===== config.mk =====
export PLATFORM = sky130hd
export DESIGN_NAME = mail_body_text_extractor_top
export DESIGN_NICKNAME = d
export VERILOG_FILES = /design/src/mbte_pkg.sv /design/src/mail_body_text_extractor_top.sv
export SDC_FILE = /design/constraint.sdc
export NUM_CORES = 1
export LEC_CHECK = 0
export BUFFER_PORTS_ARGS = -buffer_cell sky130_fd_sc_hd__buf_2
export CAP_MARGIN = 40
export CORE_MARGIN = 1.5
export CORE_UTILIZATION = 55
export CTS_CLUSTER_DIAMETER = 120
export DETAILED_ROUTE_END_ITERATION = 8
export GPL_TIMING_DRIVEN = 0
export HOLD_SLACK_MARGIN = 0.1
export PLACE_DENSITY_LB_ADDON = 0.2
export SYNTH_ARGS = -nofsm -noshare
export SYNTH_HDL_FRONTEND = slang
export SYNTH_SLANG_ARGS = --single-unit

===== constraint.sdc =====
create_clock -name clk -period 9.65 [get_ports clk]
set_input_delay 0.4825 -clock clk [delete_from_list [all_inputs] [get_ports clk]]
set_output_delay 0.4825 -clock clk [all_outputs]
set_load 0.01 [all_outputs]

===== src/mbte_pkg.sv =====
`default_nettype none
package mbte_pkg;

	// configuration register indexes
	localparam int unsigned CfgIndexW = 1;
	localparam logic [CfgIndexW-1:0] CFG_STRIP_HEADERS = 1'd0;
	localparam logic [CfgIndexW-1:0] CFG_STRIP_HTML    = 1'd1;
	localparam int unsigned CfgDataW = 1;

	// header prefix and content type pattern
	localparam int unsigned PrefixLen  = 13;
	localparam int unsigned PatternLen = 9;
	localparam int unsigned PosW       = 4;

	localparam logic [7:0] PREFIX_TEXT [PrefixLen] = '{
		8'h63, 8'h6f, 8'h6e, 8'h74, 8'h65, 8'h6e, 8'h74,
		8'h2d, 8'h74, 8'h79, 8'h70, 8'h65, 8'h3a
	};
	localparam logic [7:0] PATTERN_TEXT [PatternLen] = '{
		8'h74, 8'h65, 8'h78, 8'h74, 8'h2f, 8'h68, 8'h74, 8'h6d, 8'h6c
	};
	// longest proper border of each pattern prefix
	localparam logic [PosW-1:0] PATTERN_FALL [PatternLen] = '{
		4'd0, 4'd0, 4'd0, 4'd1, 4'd0, 4'd0, 4'd1, 4'd0, 4'd0
	};

	localparam logic [7:0] CHAR_CR = 8'h0d;
	localparam logic [7:0] CHAR_LF = 8'h0a;
	localparam logic [7:0] CHAR_LT = 8'h3c;
	localparam logic [7:0] CHAR_GT = 8'h3e;

	typedef struct packed {
		logic [7:0] data_byte;
		logic       line_end;
		logic       message_start;
	} in_item_t;

	typedef struct packed {
		logic [7:0] out_byte;
		logic       byte_valid;
		logic       out_line_end;
	} out_item_t;

endpackage
`default_nettype wire


===== src/mail_body_text_extractor_top.sv =====
`default_nettype none
// mail body text extractor
//
// in channel: one message byte per item, with a line_end mark on the last
// byte of each line and a message_start mark on the first byte of a message.
// out channel: at most one item per input item; a kept byte (byte_valid 1)
// and/or a line end mark. dropped bytes that do not end a line give nothing.
// header lines are dropped when strip_headers is set; in the body of a
// message whose header has a content-type line naming text/html, tags from
// '<' through '>' are dropped when strip_html is set.
//
// result: out_valid is registered and rises in the cycle after an emitting
// item is accepted. throughput: one item per cycle while no stall holds the
// result register; the whole per-byte update (prefix compare, pattern matcher
// step, tag flag) fits between the state registers and the result register.
// reset: all phase and match state cleared, both strip options set, output
// register empty.
// stall: while out_stall holds a waiting result, in_stall is raised and the
// result register holds; an item is taken in the same cycle the result drains.
// configuration is written through cfg_we / cfg_index / cfg_data while idle.
module mail_body_text_extractor_top (
	input  wire logic                             clk,
	input  wire logic                             arst_n,
	input  wire logic                             in_valid,
	output logic                                  in_stall,
	input  wire mbte_pkg::in_item_t               in_item,
	output logic                                  out_valid,
	input  wire logic                             out_stall,
	output mbte_pkg::out_item_t                   out_item,
	input  wire logic                             cfg_we,
	input  wire logic [mbte_pkg::CfgIndexW-1:0]   cfg_index,
	input  wire logic [mbte_pkg::CfgDataW-1:0]    cfg_data
);

	localparam logic [mbte_pkg::PosW-1:0] PREFIX_END =
		mbte_pkg::PrefixLen[mbte_pkg::PosW-1:0];
	localparam logic [mbte_pkg::PosW-1:0] PATTERN_END =
		mbte_pkg::PatternLen[mbte_pkg::PosW-1:0];

	// one step of the text/html matcher, failure chain is at most two links
	function automatic logic [mbte_pkg::PosW-1:0] match_step(
		input logic [mbte_pkg::PosW-1:0] k_in,
		input logic [7:0]                lc
	);
		logic [mbte_pkg::PosW-1:0] k;
		logic                      hit;
		k   = k_in;
		hit = 1'b0;
		for (int i = 0; i < 3; i++) begin
			if (!hit) begin
				if (lc == mbte_pkg::PATTERN_TEXT[k]) begin
					hit = 1'b1;
				end else if (k != '0) begin
					k = mbte_pkg::PATTERN_FALL[k - 4'd1];
				end
			end
		end
		return hit ? k + 4'd1 : '0;
	endfunction

	// configuration
	logic strip_headers_q;
	logic strip_html_q;

	// phase and match state
	logic                      in_body_q;
	logic                      html_body_q;
	logic                      in_tag_q;
	logic [mbte_pkg::PosW-1:0] line_pos_q;
	logic                      prefix_ok_q;
	logic [mbte_pkg::PosW-1:0] type_progress_q;
	logic                      html_seen_q;
	logic                      blank_line_q;

	// result register
	logic                out_valid_q;
	mbte_pkg::out_item_t out_item_q;

	logic accept;

	// state as seen by this byte (after a message start clears it)
	logic                      cur_in_body;
	logic                      cur_html_body;
	logic                      cur_in_tag;
	logic [mbte_pkg::PosW-1:0] cur_line_pos;
	logic                      cur_prefix_ok;
	logic [mbte_pkg::PosW-1:0] cur_progress;
	logic                      cur_html_seen;
	logic                      cur_blank;

	// updated state
	logic                      nxt_in_body;
	logic                      nxt_html_body;
	logic                      nxt_in_tag;
	logic [mbte_pkg::PosW-1:0] nxt_line_pos;
	logic                      nxt_prefix_ok;
	logic [mbte_pkg::PosW-1:0] nxt_progress;
	logic                      nxt_html_seen;
	logic                      nxt_blank;

	logic [7:0]                lc;
	logic [mbte_pkg::PosW-1:0] step_k;
	logic                      keep;
	logic                      emit;

	assign in_stall  = out_valid_q && out_stall;
	assign accept    = in_valid && !in_stall;
	assign out_valid = out_valid_q;
	assign out_item  = out_item_q;

	assign lc = (in_item.data_byte >= 8'h41 && in_item.data_byte <= 8'h5a)
		? in_item.data_byte + 8'd32 : in_item.data_byte;
	assign step_k = match_step(cur_progress, lc);

	always_comb begin
		// message start abandons everything before this byte
		if (in_item.message_start) begin
			cur_in_body   = 1'b0;
			cur_html_body = 1'b0;
			cur_in_tag    = 1'b0;
			cur_line_pos  = '0;
			cur_prefix_ok = 1'b1;
			cur_progress  = '0;
			cur_html_seen = 1'b0;
			cur_blank     = 1'b0;
		end else begin
			cur_in_body   = in_body_q;
			cur_html_body = html_body_q;
			cur_in_tag    = in_tag_q;
			cur_line_pos  = line_pos_q;
			cur_prefix_ok = prefix_ok_q;
			cur_progress  = type_progress_q;
			cur_html_seen = html_seen_q;
			cur_blank     = blank_line_q;
		end

		nxt_in_body   = cur_in_body;
		nxt_html_body = cur_html_body;
		nxt_in_tag    = cur_in_tag;
		nxt_line_pos  = cur_line_pos;
		nxt_prefix_ok = cur_prefix_ok;
		nxt_progress  = cur_progress;
		nxt_html_seen = cur_html_seen;
		nxt_blank     = cur_blank;
		keep          = 1'b1;

		if (!cur_in_body) begin
			// header line: run the prefix compare and the pattern matcher
			keep = !strip_headers_q;
			if (cur_line_pos == '0 && (in_item.data_byte == mbte_pkg::CHAR_CR
				|| in_item.data_byte == mbte_pkg::CHAR_LF)) begin
				nxt_blank = 1'b1;
			end
			if (cur_line_pos < PREFIX_END) begin
				if (lc != mbte_pkg::PREFIX_TEXT[cur_line_pos]) begin
					nxt_prefix_ok = 1'b0;
				end
				nxt_line_pos = cur_line_pos + 4'd1;
			end
			if (step_k == PATTERN_END) begin
				nxt_html_seen = 1'b1;
				nxt_progress  = '0;
			end else begin
				nxt_progress = step_k;
			end
			if (in_item.line_end) begin
				if (nxt_line_pos == PREFIX_END && nxt_prefix_ok && nxt_html_seen) begin
					nxt_html_body = 1'b1;
				end
				if (nxt_blank) begin
					nxt_in_body = 1'b1;
				end
			end
		end else if (strip_html_q && cur_html_body) begin
			// html body: drop tag bytes
			if (!cur_in_tag) begin
				if (in_item.data_byte == mbte_pkg::CHAR_LT) begin
					nxt_in_tag = 1'b1;
					keep       = 1'b0;
				end
			end else begin
				if (in_item.data_byte == mbte_pkg::CHAR_GT) begin
					nxt_in_tag = 1'b0;
				end
				keep = 1'b0;
			end
		end

		// line end starts a fresh line
		if (in_item.line_end) begin
			nxt_line_pos  = '0;
			nxt_prefix_ok = 1'b1;
			nxt_progress  = '0;
			nxt_html_seen = 1'b0;
			nxt_blank     = 1'b0;
			nxt_in_tag    = 1'b0;
		end

		emit = keep || in_item.line_end;
	end

	always_ff @(posedge clk or negedge arst_n) begin
		if (!arst_n) begin
			strip_headers_q <= 1'b1;
			strip_html_q    <= 1'b1;
		end else if (cfg_we) begin
			unique case (cfg_index)
				mbte_pkg::CFG_STRIP_HEADERS: strip_headers_q <= cfg_data[0];
				mbte_pkg::CFG_STRIP_HTML:    strip_html_q    <= cfg_data[0];
				default: ;
			endcase
		end
	end

	always_ff @(posedge clk or negedge arst_n) begin
		if (!arst_n) begin
			in_body_q       <= 1'b0;
			html_body_q     <= 1'b0;
			in_tag_q        <= 1'b0;
			line_pos_q      <= '0;
			prefix_ok_q     <= 1'b1;
			type_progress_q <= '0;
			html_seen_q     <= 1'b0;
			blank_line_q    <= 1'b0;
		end else if (accept) begin
			in_body_q       <= nxt_in_body;
			html_body_q     <= nxt_html_body;
			in_tag_q        <= nxt_in_tag;
			line_pos_q      <= nxt_line_pos;
			prefix_ok_q     <= nxt_prefix_ok;
			type_progress_q <= nxt_progress;
			html_seen_q     <= nxt_html_seen;
			blank_line_q    <= nxt_blank;
		end
	end

	// output valid: filled by an item that emits, drained when taken
	always_ff @(posedge clk or negedge arst_n) begin
		if (!arst_n) begin
			out_valid_q <= 1'b0;
		end else if (!in_stall) begin
			out_valid_q <= accept && emit;
		end
	end

	always_ff @(posedge clk) begin
		if (accept && emit) begin
			out_item_q.out_byte     <= keep ? in_item.data_byte : 8'd0;
			out_item_q.byte_valid   <= keep;
			out_item_q.out_line_end <= in_item.line_end;
		end
	end

endmodule
`default_nettype wire


# == After elaboration in Yosys (flattened, before gate mapping) ==
# Memory sizes are Yosys's and may differ from the RTL's.
# Index checks and enable logic that the tools add are counted.
# classes
addsub,6
n_lt_le_gt_ge,10
n_mux,73
bitwise_logic,8
n_eq_ne,10
reduce_logical,18
# ops
op,count
$mux 4,24
$mux 8,9
$mux 1,40
$ge 5x5->1 const B,7
$not 4->5,7
$eq 8x8->1,3
$eq 8x4->1 const B,2
$eq 8x6->1 const B,2
$reduce_bool 4->1,3
$sub 4x1->4 const B,3
$add 4x1->4 const B,2
$add 8x6->8 const B,1
$eq 4x4->1 const B,2
$ge 8x7->1 const B,1
$le 8x7->1 const B,1
$logic_and 1x1->1,8
$ne 8x8->1,1
$logic_not 4->1,1
$lt 4x4->1 const B,1
$reduce_and 2->1,2
$logic_not 1->1,2
$logic_or 1x1->1,2
$not 1->1,1
# totals
inputBits,17
romBits,704
memories,7
elab_cells,146
output_inout_bits,12
reg_bits,27
# memory_table
name,words,width,rd,rd_clocked_by_memory_dff,write_ports,line_no,rtl
(name not given),16,8,1,0,0,mail_body_text_extractor_top.sv:155,if (lc != mbte_pkg::PREFIX_TEXT[cur_line_pos]) begin
(name not given),16,8,1,0,0,mail_body_text_extractor_top.sv:51,if (lc == mbte_pkg::PATTERN_TEXT[k]) begin
(name not given),16,8,1,0,0,mail_body_text_extractor_top.sv:51,
(name not given),16,8,1,0,0,mail_body_text_extractor_top.sv:51,
(name not given),16,4,1,0,0,mail_body_text_extractor_top.sv:54,k = mbte_pkg::PATTERN_FALL[k - 4'd1];
(name not given),16,4,1,0,0,mail_body_text_extractor_top.sv:54,
1 more memories,-,-,-,-,-,-,

# == Depth between registers and ports, before layout ==
# Gate-level depths: netlist (run 1).
# depth
depth_word,33
ltp_mapped,40
mapped_depth_nobuf,37

# == Worst setup path after synthesis (run 1) ==
# Ideal clock, no wire load.
# synth_path
kind,input-to-reg
from,input in_item[0] (netlist bit)
to,register html_seen_q
setup_slack_ps,2247
required_time_ps,9558
arrival_ps,7311
n_path_buf,2
setup_ps,92
cell_stages,33
path_cell_list,buf_2 > inv_1 > nand2_1 > ha_1 > nor4b_1 > nand2_1 > a32oi_2 > nand2_2 > nor3_2 > nor2_1 > a21oi_1 > ha_1 > clkbuf_1 > nor2_1 > o311ai_0 > o21ai_0 > nand4b_1 > inv_1 > a21o_1 > o21ai_0 > inv_1 > ha_1 > a222oi_1 > o21ai_0 > a2111o_1 > nor3_1 > a2111oi_0 > nor3b_2 > inv_2 > ha_1 > or4_1 > or2_1 > o31ai_2
# synth_between
elab_chain_cells,31
word_cells_on_any_way,56
classes_between,add/sub (4); eq/ne (4); mux (33); bitwise (6); reduce/logical (3); memory (6)
# synth_rtl
element,line_no,rtl
from (decl),mail_body_text_extractor_top.sv:26,"input wire mbte_pkg::in_item_t in_item,"
$mux 4,mail_body_text_extractor_top.sv:117,if (in_item.message_start) begin
$sub 4x1->4,mail_body_text_extractor_top.sv:54,
$not 4->5 (implied by the code),mail_body_text_extractor_top.sv:54,
$mem_v2 16x4,-,
$mux 4 (implied by the code) (2 in a row),mail_body_text_extractor_top.sv:54,
$mux 4,mail_body_text_extractor_top.sv:53,end else if (k != '0) begin
$mux 4,mail_body_text_extractor_top.sv:51,
$sub 4x1->4,mail_body_text_extractor_top.sv:54,
[14 not listed],-,
$mux 4,mail_body_text_extractor_top.sv:50,if (!hit) begin
$add 4x1->4,mail_body_text_extractor_top.sv:58,return hit ? k + 4'd1 : '0;
$mux 4,mail_body_text_extractor_top.sv:58,
$eq 4x4->1,mail_body_text_extractor_top.sv:160,if (step_k == PATTERN_END) begin
$mux 1,mail_body_text_extractor_top.sv:160,
$mux 1,mail_body_text_extractor_top.sv:147,if (!cur_in_body) begin
$mux 1 *,mail_body_text_extractor_top.sv:147,
$mux 1 *,mail_body_text_extractor_top.sv:190,if (in_item.line_end) begin
to (signal assigned),mail_body_text_extractor_top.sv:232,html_seen_q <= nxt_html_seen;
to (decl),mail_body_text_extractor_top.sv:72,logic html_seen_q;
# Every way passes the cells marked *; elsewhere a longest branch is shown, timed or not. The select of a mux whose other input is x is not followed.
# A chain may end at the register's enable or synchronous reset.

# == Worst setup path after layout (run 1) ==
# Ends and elaborated chain as after synthesis.

==> results of run 1 <==
-- final cells by class --
class	count	share of cell area [%]
timing repair buffer	28	4.18
inverter	28	3.13
buffer	21	3.06
multi-input combinational	299	63.8
clock buffer	3	1.23
clock inverter	1	0.187
tap	72	2.69
sequential	27	21.8
-- critical path, delay by kind of cell --
kind / cells / cell delay [ns]
multiplexers: 1 / 0.08
adder cells (fa/ha/maj): 4 / 1.17
AND/OR/NAND/NOR: 14 / 3.68
buffers and inverters: 7 / 0.99
AO/OA/AOI/OAI: 10 / 2.62
-- registers in the layout (all words and copies together), names as in the netlist --
register / count
blank_line_q: 1
html_body_q: 1
html_seen_q: 1
in_body_q: 1
in_tag_q: 1
line_pos_q: 4
out_item: 10
out_valid: 1
prefix_ok_q: 1
strip_headers_q: 1
strip_html_q: 1
type_progress_q: 4
-- stage by stage --
stage,cell area [um2],std cells
floorplan,3080,375
global placement,3310,475
detailed placement,3310,475
CTS,3350,479
global route,3350,479
finish,3350,479
-- kinds of logic (layout without fill, tap and decap cells) --
family / count (synthesis) / after routing / synth area share, %
muxes: 8 / 8 / 2.77
xor gates and xnor gates: 19 / 19 / 5.66
AOI/OAI and AO/OA: 105 / 105 / 26.0
adders and majority gates: 25 / 25 / 10.2
buffers and inverters: 49 / 81 / 6.75
and+or+nand+nor: 142 / 142 / 25.0
DFF: 27 / 27 / 23.7
-- cells in the final DEF (no fill, tap or decap), types with 6 or more instances in the layout --
cell,synthesis,routed
clkbuf_1,13,13
nand2_1,36,36
o21ai_0,24,24
a31oi_1,6,6
ha_1,25,25
nor2_1,29,29
inv_1,27,27
edfxtp_1,10,10
and2_1,16,16
xor2_1,8,8
buf_2,4,32
nand3_1,9,9
xnor2_1,10,10
a21oi_1,14,14
nor3_1,10,10
dfrtp_1,14,14
-- final timing paths --
kind	startpoint	end	slack, ns	cells after the start
setup / recovery	in_item[0]	html_seen_q	0.86	36
hold / removal	arst_n	out_valid	0.1	1
setup reg to reg	type_progress_q[1]	html_seen_q	1.00	33
hold reg to reg	blank_line_q	blank_line_q	0.51	1
max in group asynchronous	arst_n	prefix_ok_q	9.23	1
min in group clk	in_item[1]	out_item[0]	0.42	1
-- power groups by stage --
| stage | Sequential (uW) | Clock (uW) | Combinational, uW |
|---|---|---|---|
| floorplan | 142 | 0 | 65.1 |
| global placement | 140 | 0 | 93.8 |
| global route | 139 | 74.4 | 109 |
| finish | 139 | 69.1 | 97.9 |
| detailed placement | 141 | 0 | 96.1 |
| CTS | 138 | 69.9 | 96.5 |
-- per-layer routing --
layer  vias to the layer above  part of all wire, %
met5                         -                    0
met4                         0                  1.4
met3                         8                  4.9
met2                       104                   46
met1                      1400                   48
li1                       1434                    -
==> reports/results.tsv, run 1 <==
metric	value	unit
clk sink count	27	
busiest grt layer	met2	
Final Power	306	uW
Chip Width	77.8	um
# IOs	29	
Hold Crit Class	in -> async	
most frequent cell after synthesis	nand2_1	
DRT antenna net count	0	
Util after Layout	61.7	%
CTS root buffer	clkbuf_8	
Clock Pin Slew Worst Setup and Hold Paths	0.11	ns
Vias	2946	
area grow syn2layout	9.03	%
outcome	complete, no violations	
actual slew at the worst max-slew pin	0.789	ns
die height	77.8	um
Initial Util	56.5	%
Critical Path Sink Type	register	
PwrDens	91.2	nW/um2
Clk Latency, worst-skew pair	0.29	ns
Max Freq	114	MHz
maxcap violations	0	
worst slack at placement	0.776	ns
sw frac	35.2	%
register area	729	um2
period utilization	91.1	%
Syn Nets	417	
Final Hold Fails	0	
leading area contributor after synthesis	dfrtp_1	
die area	6050	um2
Post-Syn Area	3080	um2
Slew Viols, Final	0	
drt via density	6.15	
syn_area_per_cell	8.20	um2
CP most frequent cell	ha_1	
PortBufs	28	
All-Layer GR Usage	27.0	%
Clock power frac	22.6	%
Remaining DRCs	0	
post-layout min period	8.79	ns
post-DP HPWL	6000	um
M1 GR Usage	38.1	%
CTS tree	built	
top_reg_cell synth	dfrtp_1	
nets	450	
Worst setup SP type	primary input	
Yosys cell types	75	
Clock Path Buffers	2	
M3 GR Usage	2.94	%
Multi-input gate area	2140	um2
first drt pass iteration count	8	
Slew headroom	47.2	%
met2 Resource Use GR	44.3	%
Placer Congestion	0.907	
Num CTS Buffers	3	
internal power	198	uW
Post-Route WL	7710	um
flops & latches, synth	27	
FILL cells	491	
critical path type	in -> reg	
top cell type's share of synthesized area	11.4	%
first-pass GRT wire length	13200	um
Syn Inst Count	375	
Switch Pwr	108	uW
combinational fraction of design power	32.0	%
ANT cells	0	
synth top area cells	dfrtp_1 (11%), ha_1 (10%), edfxtp_1 (9.8%)	
CTS resizes	0	
Post-synth EDFFs	10	
CTS H-Tree Depth	1	
number of warnings issued by yosys	0	
peak supply drop	0.0000609	V
CORE AREA	5440	um2
WP data arrival	9.00	ns
Post-CTS Hold Fix Bufs	0	
commonest cells in the synthesized netlist	nand2_1 (36), nor2_1 (29), inv_1 (27)	
DRT iter0 DRCs	339	
routed len/inst	16.1	um
Fin Setup TNS	0	ns
Post-CTS Setup Bufs	0	
sequential share of the synthesized area	23.7	%
vias in the first global route	2757	
final worst slack	0.858	ns
Setup Skew	0.0116	ns
Hold WS	0.0987	ns
CP Max Fanout	10	
Leakage	0.00134	uW
Worst path slowest cell	or4_1	
FP Rows	27	
largest net degree at the start of global routing	18	
initial antenna violation count	0	
FFs w/ async S/R, synth	63.0	%
slowest stage delay, CP	0.58	ns
final setup vio count	0	
RSZ-0062 raised after global routing	no	
proportion of layout cells with a drive suffix above 1	16.0	%
Overflow after GRT	0	
Flop pwr share	45.4	%
Crit path required time	9.85	ns
(Power assumes the default switching activity.)
==> run 2: changes to the inputs <==
- clock period: 9.65 -> 8.51 ns (I/O delays scaled with it)
==> run 2 against run 1 <==
  * Cell area up 1.6%
  * Routed wire length up 0.57%
  * Final cell count increased by 0.42%
  * Sequential share of layout area down 0.34 points
  * Largest power group unchanged
  * The flow now finishes with violations (design-rule violations)
  * Largest cell class unchanged
  * Combinational power up 14%
  * First-iteration DRC count decreased by 7.7%
==> reports/results.tsv, run 2 (synthesized netlist as in run 1, its figures left out) <==
metric	value	unit	change
outcome	finished with violations		was complete, no violations
failing checks	design-rule violations		
# IOs	29		unchanged
Crit path required time	8.71	ns	was 9.85 ns
Hold Crit Class	in -> reg		was in -> async
post-DP HPWL	6000	um	unchanged
Slew Viols, Final	0		unchanged
Remaining DRCs	1		was 0
nets	452		was 450
Clock Pin Slew Worst Setup and Hold Paths	0.10	ns	was 0.11 ns
period utilization	92.6	%	
Fin Setup TNS	0	ns	unchanged
sw frac	35.1	%	was 35.2%
peak supply drop	0.0000682	V	was 0.0000609 V
internal power	225	uW	was 198 uW
maxcap violations	0		unchanged
FP Rows	27		unchanged
routed len/inst	16.1	um	about the same
initial antenna violation count	0		unchanged
Placed Area	3310	um2	unchanged
vias in the first global route	2767		was 2757
Placer Congestion	0.907		unchanged
Clock power frac	22.2	%	was 22.6%
PortBufs	28		unchanged
Leakage	0.00136	uW	was 0.00134 uW
ANT cells	0		unchanged
Clock Path Buffers	2		unchanged
Critical Path Sink Type	register		unchanged
register area	729	um2	unchanged
Final Hold Fails	0		unchanged
Hold WS	0.370	ns	was 0.0987 ns
WP data arrival	8.08	ns	was 9.00 ns
Initial Util	56.5	%	unchanged
crit path buf inv count	8		was 7
DRT iter0 DRCs	313		was 339
Critical R2R Launch	type_progress_q[1]		unchanged
FILL cells	486		was 491
actual slew at the worst max-slew pin	0.791	ns	was 0.789 ns
first-pass GRT wire length	13300	um	was 13200 um
Overflow after GRT	0		unchanged
CP top delay family	simple AND/OR/NAND/NOR gates		unchanged
CTS tree	built		unchanged
drt via density	6.14		was 6.15
die area	6050	um2	unchanged
Slew headroom	47.1	%	was 47.2%
final setup vio count	0		unchanged
most frequent cells in the layout	nand2_1 (35), buf_2 (32), nor2_1 (28), inv_1 (27), ha_1 (25)		was nand2_1 (36), buf_2 (32), nor2_1 (29), inv_1 (27), ha_1 (25)
slowest stage delay, CP	0.57	ns	was 0.58 ns
area grow syn2layout	10.8	%	was 9.03%
proportion of layout cells with a drive suffix above 1	17.8	%	was 16.0%
critical path type	in -> reg		unchanged
Chip Width	77.8	um	unchanged
CP startpoint	in_item[0]		unchanged
first drt pass iteration count	7		was 8
CTS root buffer	clkbuf_8		unchanged
combinational fraction of design power	32.4	%	was 32.0%
DRT antenna net count	0		unchanged
Hold Crit Start	in_item[1]		
die height	77.8	um	unchanged
most common cell after layout, fill and taps aside	nand2_1		unchanged
All-Layer GR Usage	27.1	%	was 27.0%
CP Max Fanout	10		unchanged
Final Cell Area	3410	um2	was 3350 um2
Flop pwr share	45.4	%	about the same
Worst setup SP type	primary input		unchanged
Clk Latency, worst-skew pair	0.28	ns	was 0.29 ns
CORE AREA	5440	um2	unchanged
Multi-input gate area	2170	um2	was 2140 um2
PwrDens	102	nW/um2	was 91.2 nW/um2
Vias	2955		was 2946
Num CTS Buffers	3		unchanged
Post-Route WL	7760	um	was 7710 um
clk sink count	27		unchanged
max reg flops	10		unchanged
Setup Skew	0.0106	ns	was 0.0116 ns
Worst path slowest cell	or4_1		unchanged
CTS H-Tree Depth	1		unchanged
Max Freq	127	MHz	
largest net degree at the start of global routing	18		unchanged
post-layout min period	7.88	ns	
Switch Pwr	121	uW	was 108 uW
RSZ-0062 raised after global routing	no		unchanged
run 2: path summary, 6_finish.rpt:
path | end | slack, ns | cells after the start
worst max-delay path | html_seen_q | 0.63 | 38
worst min-delay path | out_item[0] | 0.37 | 1
worst max register to register | html_seen_q | 0.75 | 35
worst min register to register | blank_line_q | 0.51 | 1
max in group asynchronous | strip_html_q | 7.58 | 2
min in group asynchronous | out_valid | 0.61 | 2
run 2: layout make-up:
cell class                      count  area share [%]
Buffer                             20            2.90
Sequential cell                    27            21.4
Clock buffer                        3            1.21
Tap cell                           72            2.64
Timing Repair Buffer               31            4.85
Inverter                           28            3.08
Multi-Input combinational cell    299            63.7
Clock inverter                      1           0.184
run 2: metrics by stage:
stage	worst slack, ns	utilization [%]	instances	total power [uW]
2_1_floorplan	1.16	-	375	235
3_3_place_gp	-0.187	60.8	475	266
3_5_place_dp	-0.307	60.8	475	269
4_1_cts	0.130	61.8	480	346
5_1_grt	0.0157	62.6	481	367
6_report	0.633	62.6	481	346
run 2: power by group through the flow:
stage          combinational (uW)  clock (uW)  sequential (uW)
6_report                      112        77.0              157
4_1_cts                       110        79.2              157
3_3_place_gp                  106           0              159
3_5_place_dp                  109           0              160
5_1_grt                       125        84.4              158
2_1_floorplan                73.9           0              161
run 2: metal layers:
metal | wire (um) | track usage, % | up-vias
met5 | 0 | 0 | -
met1 | 3640 | 38.2 | 1423
li1 | - | - | 1442
met4 | 42 | 5.64 | 0
met3 | 333 | 2.94 | 4
met2 | 3740 | 44.6 | 86
run 2: what timing repair did:
| action | CTS | global route |
|---|---|---|
| endpoints found under the hold margin | 14 | 0 |
| hold buffers | 1 | 0 |
| pin swaps | 0 | 2 |
| endpoints found under the setup margin | 1 | 6 |
| setup buffers | 0 | 2 |
| gates resized for setup | 1 | 7 |
